## src/rtl/core/frpa_ram.sv

```systemverilog
// Generic single-write, single-read RAM with registered read data.
module frpa_ram #(
  parameter int unsigned WIDTH = 128,
  parameter int unsigned DEPTH = 32
) (
  input  logic                             clk,
  input  logic                             we,
  input  logic [$clog2(DEPTH > 1 ? DEPTH : 2)-1:0] waddr,
  input  logic [WIDTH-1:0]                 wdata,
  input  logic [$clog2(DEPTH > 1 ? DEPTH : 2)-1:0] raddr,
  output logic [WIDTH-1:0]                 rdata
);

  logic [WIDTH-1:0] mem [DEPTH];

  always_ff @(posedge clk) begin
    if (we) begin
      mem[waddr] <= wdata;
    end
    rdata <= mem[raddr];
  end

endmodule

```

## config.mk

```make
export PLATFORM = sky130hd
export DESIGN_NAME = frpa_ram
export DESIGN_NICKNAME = d
export VERILOG_FILES = /design/src/rtl/core/frpa_ram.sv
export SDC_FILE = /design/constraint.sdc
export NUM_CORES = 2
export LEC_CHECK = 0
export BUFFER_PORTS_ARGS = -buffer_cell sky130_fd_sc_hd__buf_4
export CAP_MARGIN = 20
export CORE_MARGIN = 8
export CORE_UTILIZATION = 56
export DETAILED_ROUTE_END_ITERATION = 10
export GPL_ROUTABILITY_DRIVEN = 0
export PLACE_DENSITY = 0.75
export SETUP_SLACK_MARGIN = 0.2
export SYNTH_ARGS = -nofsm -noshare
export SYNTH_HDL_FRONTEND = slang
export SYNTH_SLANG_ARGS = --single-unit
```

## constraint.sdc

```tcl
create_clock -name clk -period 6.5 [get_ports clk]
set_clock_uncertainty 0.05 [all_clocks]
set_input_delay 0.325 -clock clk [delete_from_list [all_inputs] [get_ports clk]]
set_output_delay 0.325 -clock clk [all_outputs]
set_load 0.005 [all_outputs]
```

==> results.yml <==
timing:
  finalHoldViolCount: 0
  setup_viol: 0
  relSlewSlack: 0.1764
  period_share: 0.4883
  timing.hold.ws_ns: 0.1324
  finalWorstSetupSlack_ns: 3.326
  slew_viol_final: 0
  finalCriticalPeriod_ns: 3.174
  rsz0062_at_grt: "no"
  clock.fmax_ghz: 0.3151
  tightest_slew_ns: 1.235
placed_design:
  place_hpwl_um: 183400
  post-place-ws_ns: 3.056
  io_buffers: 267
  place_area_um2: 161900
yosys:
  yosys.area.top_type_share: 0.7923
  ys.flop_type: "edfxtp_1"
  synth-seq-cells: 4224
  avgSynthCellArea_um2: 24.11
  synth_xor_area_frac: 0
  synth.area.mux_share: 0.1475
  ys_warn_count: 0
  synth-compound-area-share: 0.02283
  yosysSeqAreaShare: 0.8088
  synthSimpleGateAreaFrac: 0.008318
  synthAdderAreaFrac: 0
  synth_cells: 6440
  synth_area_leaders: "edfxtp_1 79%, mux4_2 14%, o22ai_1 1.8%"
  synth_top_family_by_area: "multiplexers"
  synth_nets: 6580
  synth_edf_count: 4096
  async_reset_ff_frac: 0
  synth.distinct_cells: 28
  synth.cell_area_um2: 155200
  synth_top_area_cell: "edfxtp_1"
global_route:
  grt_usage: 0.2621
  antenna_found_initial: 30
  grt_pass1_wl_um: 557600
  overflow: 0
  grtUsageMet3: 0.04745
  use_met1: 0.3537
  grt_busiest_layer: "met2"
  grt_max_degree: 137
  grt_pass1_vias: 77210
  grtUsageMet2: 0.4393
setup_path:
  crit_arrival_ns: 3.91
  crit_family: "buffers and inverters"
  crit_top_cell: "buf_4"
  cpMaxStageDelayCell: "buf_4"
  critical_path.cell_chain: "dlygate4sd3_1, buf_4, nor2b_2, buf_4, nand2b_4, buf_4, o22ai_1, nor4_1"
  crit_path_max_incr_delay_ns: 0.86
  cp_num_buf_inv: 4
  endpoint_kind: "flip-flop"
  required_ns: 7.23
  worstSetupPathType: "input port to flip-flop"
  crit_fanout: 45
  cp-start-kind: "input port"
cts:
  htreeDepth: 5
  clkTransAtPathRegs_ns: 0.06
  cts_buffers: 405
  cts_resized: 0
  cts_tree: "built"
  cts_hold_buf: 134
  cts_num_sinks: 4224
  cts.path.max_buffers: 4
  clk_latency_ns: 0.91
  cts_root_buffer: "clkbuf_16"
  post-cts-setup-buffers: 0
power:
  power_frac_clock: 0.415
  power_density_nw_per_um2: 320.0
  seq_power_share: 0.540
  p_leak_nw: 55.21
  pwr-share-comb: 0.045
  peakVddDrop_mv: 0.3797
  intPower_mw: 44.82
  switching_power_mw: 11.68
  finalPower_mw: 56.50
  p_sw_frac: 0.2067
floorplanning:
  core-area_um2: 276000
  die-area_um2: 294300
  io_pins: 268
  chipWidth_um: 542.5
  start_util: 0.5624
  fp-row-count: 193
  dieHeight_um: 542.5
routing:
  antenna_left: 0
  drc: 0
  post_drt_wl_per_cell_um: 35.31
  post_drt_via_cell_ratio: 6.754
  drt_iter0_drc: 10400
  firstDrtPassIters: 6
  vias: 74900
  routed_wl_um: 391500
layout:
  fin_nets: 7172
  layout_commonest_cell: "edfxtp_1"
  final_cell_mix: "4096 x edfxtp_1, 956 x mux4_2, 444 x o22ai_1"
  final_cell_area_um2: 176500
  area_growth_pct: 13.71
  drive_above_1_share: 0.2706
run:
  maxCapViolCount: 0
hold_path:
  hp-class: "input port to flip-flop"
status:
  status: "finished, final reports clean"
-- final cells by class --
type | count | area (µm²)
diodes | 12 | 30.03
flip-flops and latches | 4224 | 125600
multi-input cells | 1864 | 28040
clock inverters | 210 | 2058
well taps | 3705 | 4636
clock buffers | 538 | 11160
repair buffers | 537 | 5032
fillers | 17090 | 99490
-- cells in the mapped netlist (2+ instances only) --
master and instances:
clkbuf_4 9, o22ai_1 444, nor4_1 111, buf_6 30, nand2_1 4, or3_1 2
dfxtp_1 128, mux4_2 956, edfxtp_1 4096, nand3_1 37, buf_1 44, clkbuf_1 108
a22oi_1 102, buf_2 94, mux2i_1 136, nor2_1 35, or3b_2 4, buf_4 67
nor2b_1 3, nand3b_1 6, nand4_1 17
-- worst paths after layout --
check / from / to / slack, ns / cells past startpoint
setup / recovery: raddr[4] / rdata[70] / 3.33 / 8
hold / removal: raddr[3] / rdata[43] / 0.13 / 4
setup reg to reg: mem[6][72] / rdata[72] / 4.60 / 4
hold reg to reg: mem[30][24] / rdata[24] / 0.65 / 3
-- through the flow --
step,cells,TNS (ns),utilization
6_report,11090,0,0.6395
5_1_grt,11080,0,0.6395
4_1_cts,11080,0,0.6394
3_5_place_dp,10200,0,0.5867
3_3_place_gp,10200,0,0.5867
2_1_floorplan,6440,-1052.77,-
-- state kept, by name (all words and copies together) (netlist names) --
signal,flops
rdata,128
mem,4096
-- tightest hold or removal path: cells and delay by family --
family | cells | cell delay, ns
compound gates | 1 | 0.20
buf+inv | 1 | 0.24
simple gates | 2 | 0.24
-- power groups by stage --
stage	sequential [mW]	combinational [mW]	clock [mW]
2_1_floorplan	31.0	1.32	0
3_3_place_gp	31.1	2.37	0
3_5_place_dp	31.1	2.43	0
4_1_cts	30.5	2.54	23.6
5_1_grt	30.5	2.66	24.6
6_report	30.5	2.52	23.5
-- logic make-up after synthesis --
group           Yosys count
simple gates            226
compound gates          546
mux                    1092
buf+inv                 352
flops                  4224
-- routing by layer --
metal	vias to the layer above	wire [µm]
met5	-	66
met4	10	14480
met3	836	41600
met2	5208	195800
met1	39660	139600
li1	29190	-
Note: power is estimated with default switching activity, not from simulation.
