==> config.mk <==
export PLATFORM = sky130hd
export DESIGN_NAME = frpa_alu
export DESIGN_NICKNAME = d
export VERILOG_FILES = /design/src/rtl/core/frpa_pkg.sv /design/src/rtl/core/frpa_alu.sv
export SDC_FILE = /design/constraint.sdc
export NUM_CORES = 1
export LEC_CHECK = 0
export ABC_AREA = 1
export BUFFER_PORTS_ARGS = -buffer_cell sky130_fd_sc_hd__buf_2
export CORE_ASPECT_RATIO = 1.4
export CORE_MARGIN = 1.5
export CORE_UTILIZATION = 53
export DETAILED_ROUTE_END_ITERATION = 16
export PLACE_DENSITY = 0.89
export SLEW_MARGIN = 15
export SYNTH_ARGS = -nofsm -noshare
export SYNTH_HDL_FRONTEND = slang
export SYNTH_SLANG_ARGS = --single-unit
==> constraint.sdc <==
create_clock -name vclk -period 3.2
set_input_delay 0.48 -clock vclk [all_inputs]
set_output_delay 0.48 -clock vclk [all_outputs]
set_load 0.03 [all_outputs]
==> src/rtl/core/frpa_pkg.sv <==
// Shared types and constants for the free region page frame allocator.
package frpa_pkg;

  localparam int unsigned PAGE_SHIFT = 12;
  localparam logic [63:0] PAGE_BYTES = 64'd1 << PAGE_SHIFT;
  localparam int unsigned PAGE_CNT_W = 7;

  typedef enum logic [1:0] {
    ST_OK         = 2'd0,
    ST_TABLE_FULL = 2'd1,
    ST_MISALIGNED = 2'd2,
    ST_NO_MEMORY  = 2'd3
  } status_t;

  typedef enum logic {
    OP_ADD = 1'b0,
    OP_MAP = 1'b1
  } op_t;

  typedef struct packed {
    logic [63:0] start;
    logic [63:0] size;
  } region_t;

  typedef struct packed {
    logic [63:0] a;
    logic [63:0] b;
    logic        sub;
  } alu_req_t;

  typedef struct packed {
    logic [63:0] y;
    logic        borrow;
  } alu_rsp_t;

endpackage

==> src/rtl/core/frpa_alu.sv <==
// Shared 64-bit add/subtract unit; borrow flags a < b on subtract.
module frpa_alu
  import frpa_pkg::*;
(
  input  alu_req_t req,
  output alu_rsp_t rsp
);

  logic [64:0] sum;

  always_comb begin
    if (req.sub) begin
      sum = {1'b0, req.a} - {1'b0, req.b};
    end else begin
      sum = {1'b0, req.a} + {1'b0, req.b};
    end
    rsp.y      = sum[63:0];
    rsp.borrow = req.sub & sum[64];
  end

endmodule

==> impl_metrics.py, run 1 <==
metrics = {
    "global_route": {
        "grt_pass1_vias": 19600,
        "overflow": 802,
        "track_usage_pct": 90.3,
        "grt_max_degree": 22,
        "grt_pass1_wl_mm": 117,
    },
    "clocking": {
        "hold_buffers": 0,
    },
    "yosys": {
        "synthCells": 1813,
        "synth_cell_type_count": 34,
        "synth_area_sq_um": 8410,
        "ys_warn_count": 0,
        "ys_seq_area_share_pct": 0,
        "avgSynthCellArea_sq_um": 4.64,
        "synth_nets": 2008,
    },
    "placed_design": {
        "place_area_sq_um": 11900,
        "hpwlAfterDp_mm": 31.4,
        "place_congestion": 1.15,
        "portBuffers": 194,
    },
    "floorplan": {
        "start_util_pct": 54.1,
        "floorplan.die.height_um": 152,
        "rows": 54,
        "die_w_um": 109,
        "io_pins": 194,
    },
    "outcome": {
        "error": "[ERROR GRT-0116] Global routing finished with congestion. Check the congestion regions in the DRC Viewer.",
        "status": "stopped before the end",
        "haltStage": "global routing (5_1_grt)",
    },
}
## cell usage after synthesis, types with 4 or more instances
cell type | instances | area, sq um
clkinv_1 | 4 | 15.0
nor2_1 | 178 | 668
nand2_1 | 780 | 2930
ha_1 | 65 | 813
nor3_1 | 15 | 75.1
nor2_2 | 22 | 138
xor2_1 | 74 | 648
clkbuf_1 | 5 | 18.8
nand4_1 | 29 | 181
inv_1 | 418 | 1570
o21ai_2 | 4 | 35.0
nor2_4 | 7 | 78.8
xnor2_1 | 7 | 61.3
nand3_2 | 7 | 70.1
nand2_2 | 15 | 93.8
o21ai_0 | 23 | 115
a21oi_1 | 50 | 250
nand3_1 | 81 | 405
## per-stage QoR
stage / setup slack [ns] / cells / hold WS, ns
after CTS: -0.527 / 2489 / 1.40
after floorplan: 0.000224 / 1813 / 1.18
after global placement: -0.671 / 2454 / 1.39
after detailed placement: -0.749 / 2454 / 1.40
## routing by layer
metal	GRT usage [%]	GRT overflow
met2	114	586
met4	103	210
met1	81.1	3
met5	23.6	1
met3	71.3	2
## logic make-up after synthesis
kind of cell / after synthesis / synth area share [%]
xor gates and xnor gates: 81 / 8.44
adders and majority gates: 66 / 9.91
and+or+nand+nor: 1150 / 56.8
buffers and inverters: 432 / 19.3
AOI/OAI and AO/OA: 84 / 5.49
## timing repair
item / 4_1_cts
resized for setup: 650
cloned: 1
buffers inserted: 36
pin swaps: 205
endpoints found under the setup margin: 59
==> run 2: changes to the inputs <==
Settings changed: CORE_ASPECT_RATIO 1.4 to not set, CORE_UTILIZATION 53 to 40, PLACE_DENSITY 0.89 to not set, PLACE_DENSITY_LB_ADDON set to 0.15.
Clock period 3.2 ns to 4.2 ns, I/O delays scaled along.
==> impl_metrics.py, run 2 <==
metrics = {
    "worst_setup_path": {
        "path_buf_inv": 5,
        "critPathSlowestCell": "ha_2",
        "critPathMaxStageDelay_ns": 0.38,
        "path_cells": "buf_2 > nor2_4 > buf_4 > nand2_1 > nor2_4 > nand4_4 > nand2_4 > nand2_1 > xor2_1 > ha_2 > nand2_2 > nor2_4 > inv_2 > nor3_2 > nand2_1 > nand2_2 > buf_4 > xor2_1 > buf_4",
        "crit_family": "simple AND/OR/NAND/NOR gates",
        "end_kind": "primary output",
        "arrival_ns": 3.52,
        "critPathRequiredTime_ns": 3.57,
        "path_class": "input pin to primary output",
        "startpoint_type": "input pin",
        "cp_max_fo": 6,
    },
    "global_route": {
        "grt_pass1_wl_mm": 54.7,
        "met1_usage_pct": 46.2,
        "overflow": 0,
        "track_usage_pct": 31.8,
        "grt_pass1_vias": 10800,
        "grt_antenna_before_repair": 0,
        "busiest_layer": "met2",
        "globalRouteMet3Util_pct": 1.36,
        "grt_max_degree": 39,
        "gr-usage-met2_pct": 51.9,
    },
    "placed_design": {
        "portBuffers": 194,
        "hpwlAfterDp_mm": 32.1,
        "dp_cells": 2426,
        "place_congestion": 0.988,
        "place_area_sq_um": 10900,
    },
    "yosys": {
        "ys_seq_area_share_pct": 0,
        "ys_warn_count": 0,
        "muxShareOfSynthArea_pct": 0,
        "synthTopCellsByArea": "nand2_1, inv_1, ha_1",
        "synth_top_area_share_pct": 34.8,
        "synth_fa_ha_area_share_pct": 9.91,
        "synth_nets": 2008,
        "synth_area_sq_um": 8410,
        "synth.largest_area_cell": "nand2_1",
        "synth_common_cells": "nand2_1, inv_1, nor2_1",
        "synthCells": 1813,
        "synth_compound_area_share_pct": 5.49,
        "synth_top_family_by_area": "simple AND/OR/NAND/NOR gates",
        "avgSynthCellArea_sq_um": 4.64,
        "synthXorXnorAreaFrac_pct": 8.44,
        "synth_cell_type_count": 34,
        "synth_most_common_cell": "nand2_1",
        "synthSimpleGateAreaFrac_pct": 56.8,
    },
    "worst_hold_path": {
        "hp-class": "input pin to primary output",
    },
    "floorplan": {
        "die_w_um": 148,
        "core_area_sq_um": 20400,
        "dieArea_sq_um": 21900,
        "io_pins": 194,
        "floorplan.die.height_um": 148,
        "start_util_pct": 41.2,
        "rows": 52,
    },
    "power": {
        "combPwrFrac_pct": 100.0,
        "sequentialPowerShare_pct": 0,
        "swShare_pct": 64.0,
        "p_sw_mw": 1.67,
        "internal_power_mw": 0.936,
        "power.density_nw_per_um2": 204,
        "p_leak_nw": 7.44,
        "ir_drop_mv": 0.148,
        "clkPwrFrac_pct": 0,
    },
    "route": {
        "dr.pass1.iters": 5,
        "route.vias.total": 11800,
        "wl_per_cell_um": 15.1,
        "drtAntennaViolNets": 0,
        "drt_iter0_markers": 799,
        "routed_via_density": 4.80,
        "wl_mm": 37.0,
        "drc_errors": 0,
    },
    "outcome": {
        "status": "finished, final reports clean",
    },
    "flow_run": {
        "max_cap_violations": 0,
    },
    "final_layout": {
        "n_sequential_cell": 0,
        "nNetsFinal": 2384,
        "area_growth_pct": 52.0,
        "mostFrequentLayoutCells": "nand2_1, inv_1, buf_4",
        "fin_cells": 2457,
        "diodes": 0,
        "seq_area_sq_um": 0,
        "fin_util_pct": 62.6,
        "postLayoutCellArea_sq_um": 12800,
        "drive_gt1_share_pct": 35.1,
        "nClkBuffers": 0,
        "mostFrequentLayoutCell": "nand2_1",
    },
    "clocking": {
        "hold_buffers": 0,
    },
    "timing": {
        "fin_crit_ns": 4.15,
        "period_share_pct": 98.7,
        "setup_violations": 0,
        "fmax_mhz": 241,
        "slew_viol_final": 0,
        "final_hold_viol_count": 0,
        "relSlewSlack_pct": 72.7,
        "holdWs_ns": 1.71,
        "worstMarginPinSlew_ns": 0.405,
        "rsz0062_at_grt": "true",
        "tns_ns": 0,
    },
}
-- run 2: cell counts after synthesis --
Identical to the previous run, type by type.
-- run 2: layout make-up --
cell class / count / area (sq um)
Multi-Input combinational cell: 1382 / 8320
Tap cell: 270 / 338
Fill cell: 2115 / 7650
Timing Repair Buffer: 381 / 2530
Inverter: 424 / 1600
-- run 2: routing by layer --
| layer | up-vias | wire (um) | share of wire [%] |
|---|---|---|---|
| met5 | - | 0 | 0 |
| met4 | 0 | 835 | 2.3 |
| met3 | 43 | 1890 | 5.1 |
| met2 | 373 | 16600 | 45 |
| li1 | 6123 | - | - |
| met1 | 5248 | 17700 | 48 |
-- run 2: repair_timing --
| item | in CTS | in global routing |
|---|---|---|
| hold endpoints to repair | 0 | 0 |
| gates resized for setup | 30 | 447 |
| pin swaps | 3 | 107 |
| gates cloned | 0 | 1 |
| endpoints found under the setup margin | 25 | 49 |
| buffers inserted | 4 | 26 |
-- run 2: path summary, 6_finish.rpt --
path                  startpoint  endpoint  slack [ns]  cells past startpoint
worst max-delay path      req[8]   rsp[32]        0.05                     19
worst min-delay path      req[1]    rsp[1]        1.71                      4
-- run 2: cells by family after synthesis --
logic type | count (synthesis)
adders and majority gates | 66
buffers and inverters | 432
and+or+nand+nor | 1150
AOI/OAI and AO/OA | 84
xor gates and xnor gates | 81
-- run 2: stage by stage --
stage	worst slack, ns	power (mW)
floorplan	0.422	1.39
global placement	-0.0859	2.15
detailed placement	-0.104	2.16
CTS	-0.0421	2.20
global route	-0.135	2.81
finish	0.0541	2.60
-- run 2: power by group through the flow --
stage	logic (mW)	clock network [mW]	registers [mW]
finish	2.60	0	0
global route	2.81	0	0
CTS	2.20	0	0
detailed placement	2.16	0	0
global placement	2.15	0	0
floorplan	1.39	0	0
(Power assumes the default switching activity.)
==> run 3: changes to the inputs <==
Settings changed: BUFFER_PORTS_ARGS -buffer_cell sky130_fd_sc_hd__buf_2 to -buffer_cell sky130_fd_sc_hd__buf_4.
==> impl_metrics.py, run 3 (same netlist as run 2, synthesis figures left out) <==
metrics = {
    "outcome": {
        "status": "finished, final reports clean",
    },
    "route": {
        "routed_via_density": 4.88,
        "route.vias.total": 11900,
        "wl_mm": 37.6,
        "drtAntennaViolNets": 0,
        "dr.pass1.iters": 5,
        "wl_per_cell_um": 15.3,
        "drc_errors": 0,
        "drt_iter0_markers": 961,
    },
    "final_layout": {
        "diodes": 0,
        "nClkBuffers": 0,
        "postLayoutCellArea_sq_um": 13100,
        "mostFrequentLayoutCells": "nand2_1, inv_1, buf_4",
        "multi_input_area_sq_um": 8320,
        "seq_area_sq_um": 0,
        "mostFrequentLayoutCell": "nand2_1",
        "n_sequential_cell": 0,
        "fillers": 2075,
        "nNetsFinal": 2376,
        "area_growth_pct": 56.1,
        "fin_util_pct": 64.3,
        "drive_gt1_share_pct": 33.8,
    },
    "worst_setup_path": {
        "cp_max_fo": 8,
        "path_buf_inv": 7,
        "end_kind": "primary output",
        "crit_family": "simple AND/OR/NAND/NOR gates",
        "startpoint_type": "input pin",
        "critPathSlowestCell": "ha_4",
        "arrival_ns": 3.52,
        "critPathMostFrequentCell": "buf_4",
        "path_class": "input pin to primary output",
        "critPathRequiredTime_ns": 3.57,
        "critPathMaxStageDelay_ns": 0.30,
        "path_cells": "buf_4 > inv_4 > ha_4 > nand4_4 > nor2_4 > nand4_4 > nand2_8 > buf_4 > nand4_1 > nand2_1 > inv_2 > ha_4 > nand2_2 > nor2_2 > nand3_1 > buf_4 > inv_1 > and3_1 > nand2_1 > nand2_1 > nor2_1 > buf_4",
    },
    "placed_design": {
        "hpwlAfterDp_mm": 32.2,
        "place_congestion": 0.996,
        "portBuffers": 194,
        "place_area_sq_um": 11400,
    },
    "timing": {
        "relSlewSlack_pct": 70.1,
        "slew_viol_final": 0,
        "fmax_mhz": 241,
        "rsz0062_at_grt": "true",
        "setup_violations": 0,
        "final_hold_viol_count": 0,
        "fin_crit_ns": 4.15,
        "worstMarginPinSlew_ns": 0.443,
        "period_share_pct": 98.8,
    },
    "global_route": {
        "grt_antenna_before_repair": 0,
        "grt_max_degree": 44,
        "grt_pass1_wl_mm": 55.5,
        "overflow": 0,
        "grt_pass1_vias": 10900,
        "track_usage_pct": 32.2,
    },
    "power": {
        "ir_drop_mv": 0.149,
        "power.density_nw_per_um2": 204,
        "p_leak_nw": 7.54,
    },
    "clocking": {
        "hold_buffers": 0,
    },
    "floorplan": {
        "io_pins": 194,
        "rows": 52,
        "floorplan.die.height_um": 148,
        "dieArea_sq_um": 21900,
        "core_area_sq_um": 20400,
        "start_util_pct": 41.2,
        "die_w_um": 148,
    },
    "worst_hold_path": {
        "hp-class": "input pin to primary output",
    },
    "flow_run": {
        "max_cap_violations": 0,
    },
}
run 3: changes by cell type in the layout (fill, tap and decap cells not counted), moves of 5 or more:
cell | previous run | this run
buf_4 | 192 | 359
buf_2 | 163 | 0
ha_4 | 27 | 37
ha_2 | 16 | 7
nand2_1 | 679 | 688
clkbuf_4 | 8 | 0
nand2_2 | 102 | 96
inv_1 | 384 | 389
inv_2 | 33 | 28
nand2_4 | 16 | 11
run 3: metrics by stage:
stage	std cells	hold slack, ns	power, mW	worst slack [ns]	TNS, ns
2_1_floorplan	1813	1.48	1.39	0.422	0
3_3_place_gp	2426	1.65	2.29	-0.117	-0.639
3_5_place_dp	2426	1.65	2.30	-0.141	-1.35
4_1_cts	2431	1.66	2.35	0.00165	0
5_1_grt	2449	1.69	2.87	-0.148	-2.05
6_report	2449	1.67	2.67	0.0522	0
run 3: power breakdown:
part	internal (mW)	switching, mW	total, mW
sequential	0	0	0
clock	0	0	0
combinational	1.02	1.66	2.67
total	1.02	1.66	2.67
run 3: worst paths after layout:
check,slack (ns),depth (start not counted),start,endpoint
worst max-delay path,0.05,22,req[1],rsp[0]
worst min-delay path,1.67,3,req[66],rsp[2]
run 3: metal layers:
layer | global-route usage [%] | wire, um | up-vias
met2 | 53.4 | 16900 | 417
met3 | 1.30 | 2260 | 59
li1 | - | - | 6108
met4 | 5.69 | 975 | 0
met1 | 46.7 | 17400 | 5365
met5 | 0 | 0 | -
run 3: cell type report:
cell class,count,share of cell area (%)
Inverter,424,12.2
Tap cell,270,2.57
Multi-Input combinational cell,1381,63.4
Timing Repair Buffer,374,21.9
run 3: repair_timing:
item,CTS,global route
pin swaps,10,88
setup buffers,5,18
resized for setup,40,355
setup endpoints to repair,31,50
==> run 4: changes to the inputs <==
Clock period 4.2 ns to 4.4 ns, I/O delays scaled along.
==> impl_metrics.py, run 4 (same netlist as run 2, synthesis figures left out) <==
metrics = {
    "outcome": {
        "status": "finished, final reports clean",
    },
    "floorplan": {
        "rows": 52,
        "floorplan.die.height_um": 148,
        "core_area_sq_um": 20400,
        "io_pins": 194,
        "start_util_pct": 41.2,
        "die_w_um": 148,
        "dieArea_sq_um": 21900,
    },
    "final_layout": {
        "n_sequential_cell": 0,
        "mostFrequentLayoutCells": "nand2_1, inv_1, buf_4",
        "fillers": 2258,
        "diodes": 0,
        "nClkBuffers": 0,
        "drive_gt1_share_pct": 22.4,
        "mostFrequentLayoutCell": "nand2_1",
        "seq_area_sq_um": 0,
        "nNetsFinal": 2273,
        "area_growth_pct": 37.1,
        "postLayoutCellArea_sq_um": 11500,
    },
    "power": {
        "p_leak_nw": 6.97,
        "power_mw": 2.27,
        "swShare_pct": 64.5,
        "sequentialPowerShare_pct": 0,
        "internal_power_mw": 0.806,
        "combPwrFrac_pct": 100.0,
        "power.density_nw_per_um2": 197,
        "clkPwrFrac_pct": 0,
        "ir_drop_mv": 0.149,
        "p_sw_mw": 1.46,
    },
    "timing": {
        "fin_crit_ns": 4.26,
        "setup_violations": 0,
        "slew_viol_final": 0,
        "tns_ns": 0,
        "fmax_mhz": 235,
        "final_hold_viol_count": 0,
        "worstMarginPinSlew_ns": 0.478,
        "holdWs_ns": 1.72,
        "period_share_pct": 96.9,
        "relSlewSlack_pct": 68.1,
        "layout_setup_ws_ns": 0.138,
    },
    "worst_setup_path": {
        "path_class": "input pin to primary output",
        "cp_max_fo": 4,
        "end_kind": "primary output",
        "startpoint_type": "input pin",
        "arrival_ns": 3.60,
        "critPathRequiredTime_ns": 3.74,
    },
    "route": {
        "routed_via_density": 4.85,
        "drtAntennaViolNets": 0,
        "route.vias.total": 11400,
        "drc_errors": 0,
        "wl_per_cell_um": 15.2,
        "dr.pass1.iters": 7,
        "drt_iter0_markers": 769,
        "wl_mm": 35.6,
    },
    "global_route": {
        "overflow": 0,
        "grt_antenna_before_repair": 0,
        "grt_max_degree": 48,
        "grt_pass1_vias": 10200,
        "grt_pass1_wl_mm": 52.5,
        "track_usage_pct": 30.8,
    },
    "placed_design": {
        "dp_worst_setup_slack_ns": 0.0311,
        "place_area_sq_um": 10600,
        "portBuffers": 194,
        "hpwlAfterDp_mm": 31.3,
        "place_congestion": 0.978,
    },
    "flow_run": {
        "max_cap_violations": 0,
    },
    "worst_hold_path": {
        "hp-class": "input pin to primary output",
        "hold-path-cell-count": 4,
    },
}
-- run 4: what timing repair did --
item / CTS / global route
setup endpoints to repair: 0 / 45
endpoints found under the hold margin: 0 / 0
hold buffers: 0 / 0
gates resized for setup: 0 / 174
setup buffers: 0 / 19
-- run 4: path summary, 6_finish.rpt --
path  startpoint      end  slack (ns)
max       req[4]  rsp[52]        0.14
min       req[1]   rsp[1]        1.72
-- run 4: final cells by class --
cell class	instances	area (sq um)	share of cell area, %
repair buffers	270	2060	17.9
well taps	270	338	2.93
inverters	424	1600	13.9
multi-input cells	1382	7520	65.3
-- run 4: worst max-delay path, stage by stage --
cell	delay (ns)
buf_4	0.12
nor2_4	0.19
nand3_2	0.11
nor2_4	0.14
nand3_4	0.16
o21ai_4	0.20
xor2_1	0.43
ha_1	0.39
nand2_1	0.16
nor2_1	0.07
inv_1	0.11
nor2_1	0.05
buf_4	0.15
nand2_1	0.07
nand2_1	0.07
a21oi_1	0.17
nand2_1	0.08
nand2_1	0.06
nand2_1	0.06
buf_4	0.17
-- run 4: layer usage --
metal	wire length, um	track usage, %	vias to the layer above
met5	0	0	-
met4	863	5.69	0
met3	2220	1.36	44
met2	16000	51.2	391
met1	16600	44.2	5050
li1	-	-	5899
-- run 4: power groups by stage --
stage	clock, mW	sequential [mW]	combinational [mW]
after CTS	0	0	2.11
after floorplan	0	0	1.33
after global routing	0	0	2.45
final	0	0	2.27
after detailed placement	0	0	2.10
after global placement	0	0	2.10
-- run 4: metrics by stage --
stage / utilization [%] / instances
2_1_floorplan: - / 1813
3_3_place_gp: 51.9 / 2326
3_5_place_dp: 51.9 / 2326
4_1_cts: 51.9 / 2326
5_1_grt: 56.4 / 2346
6_report: 56.4 / 2346
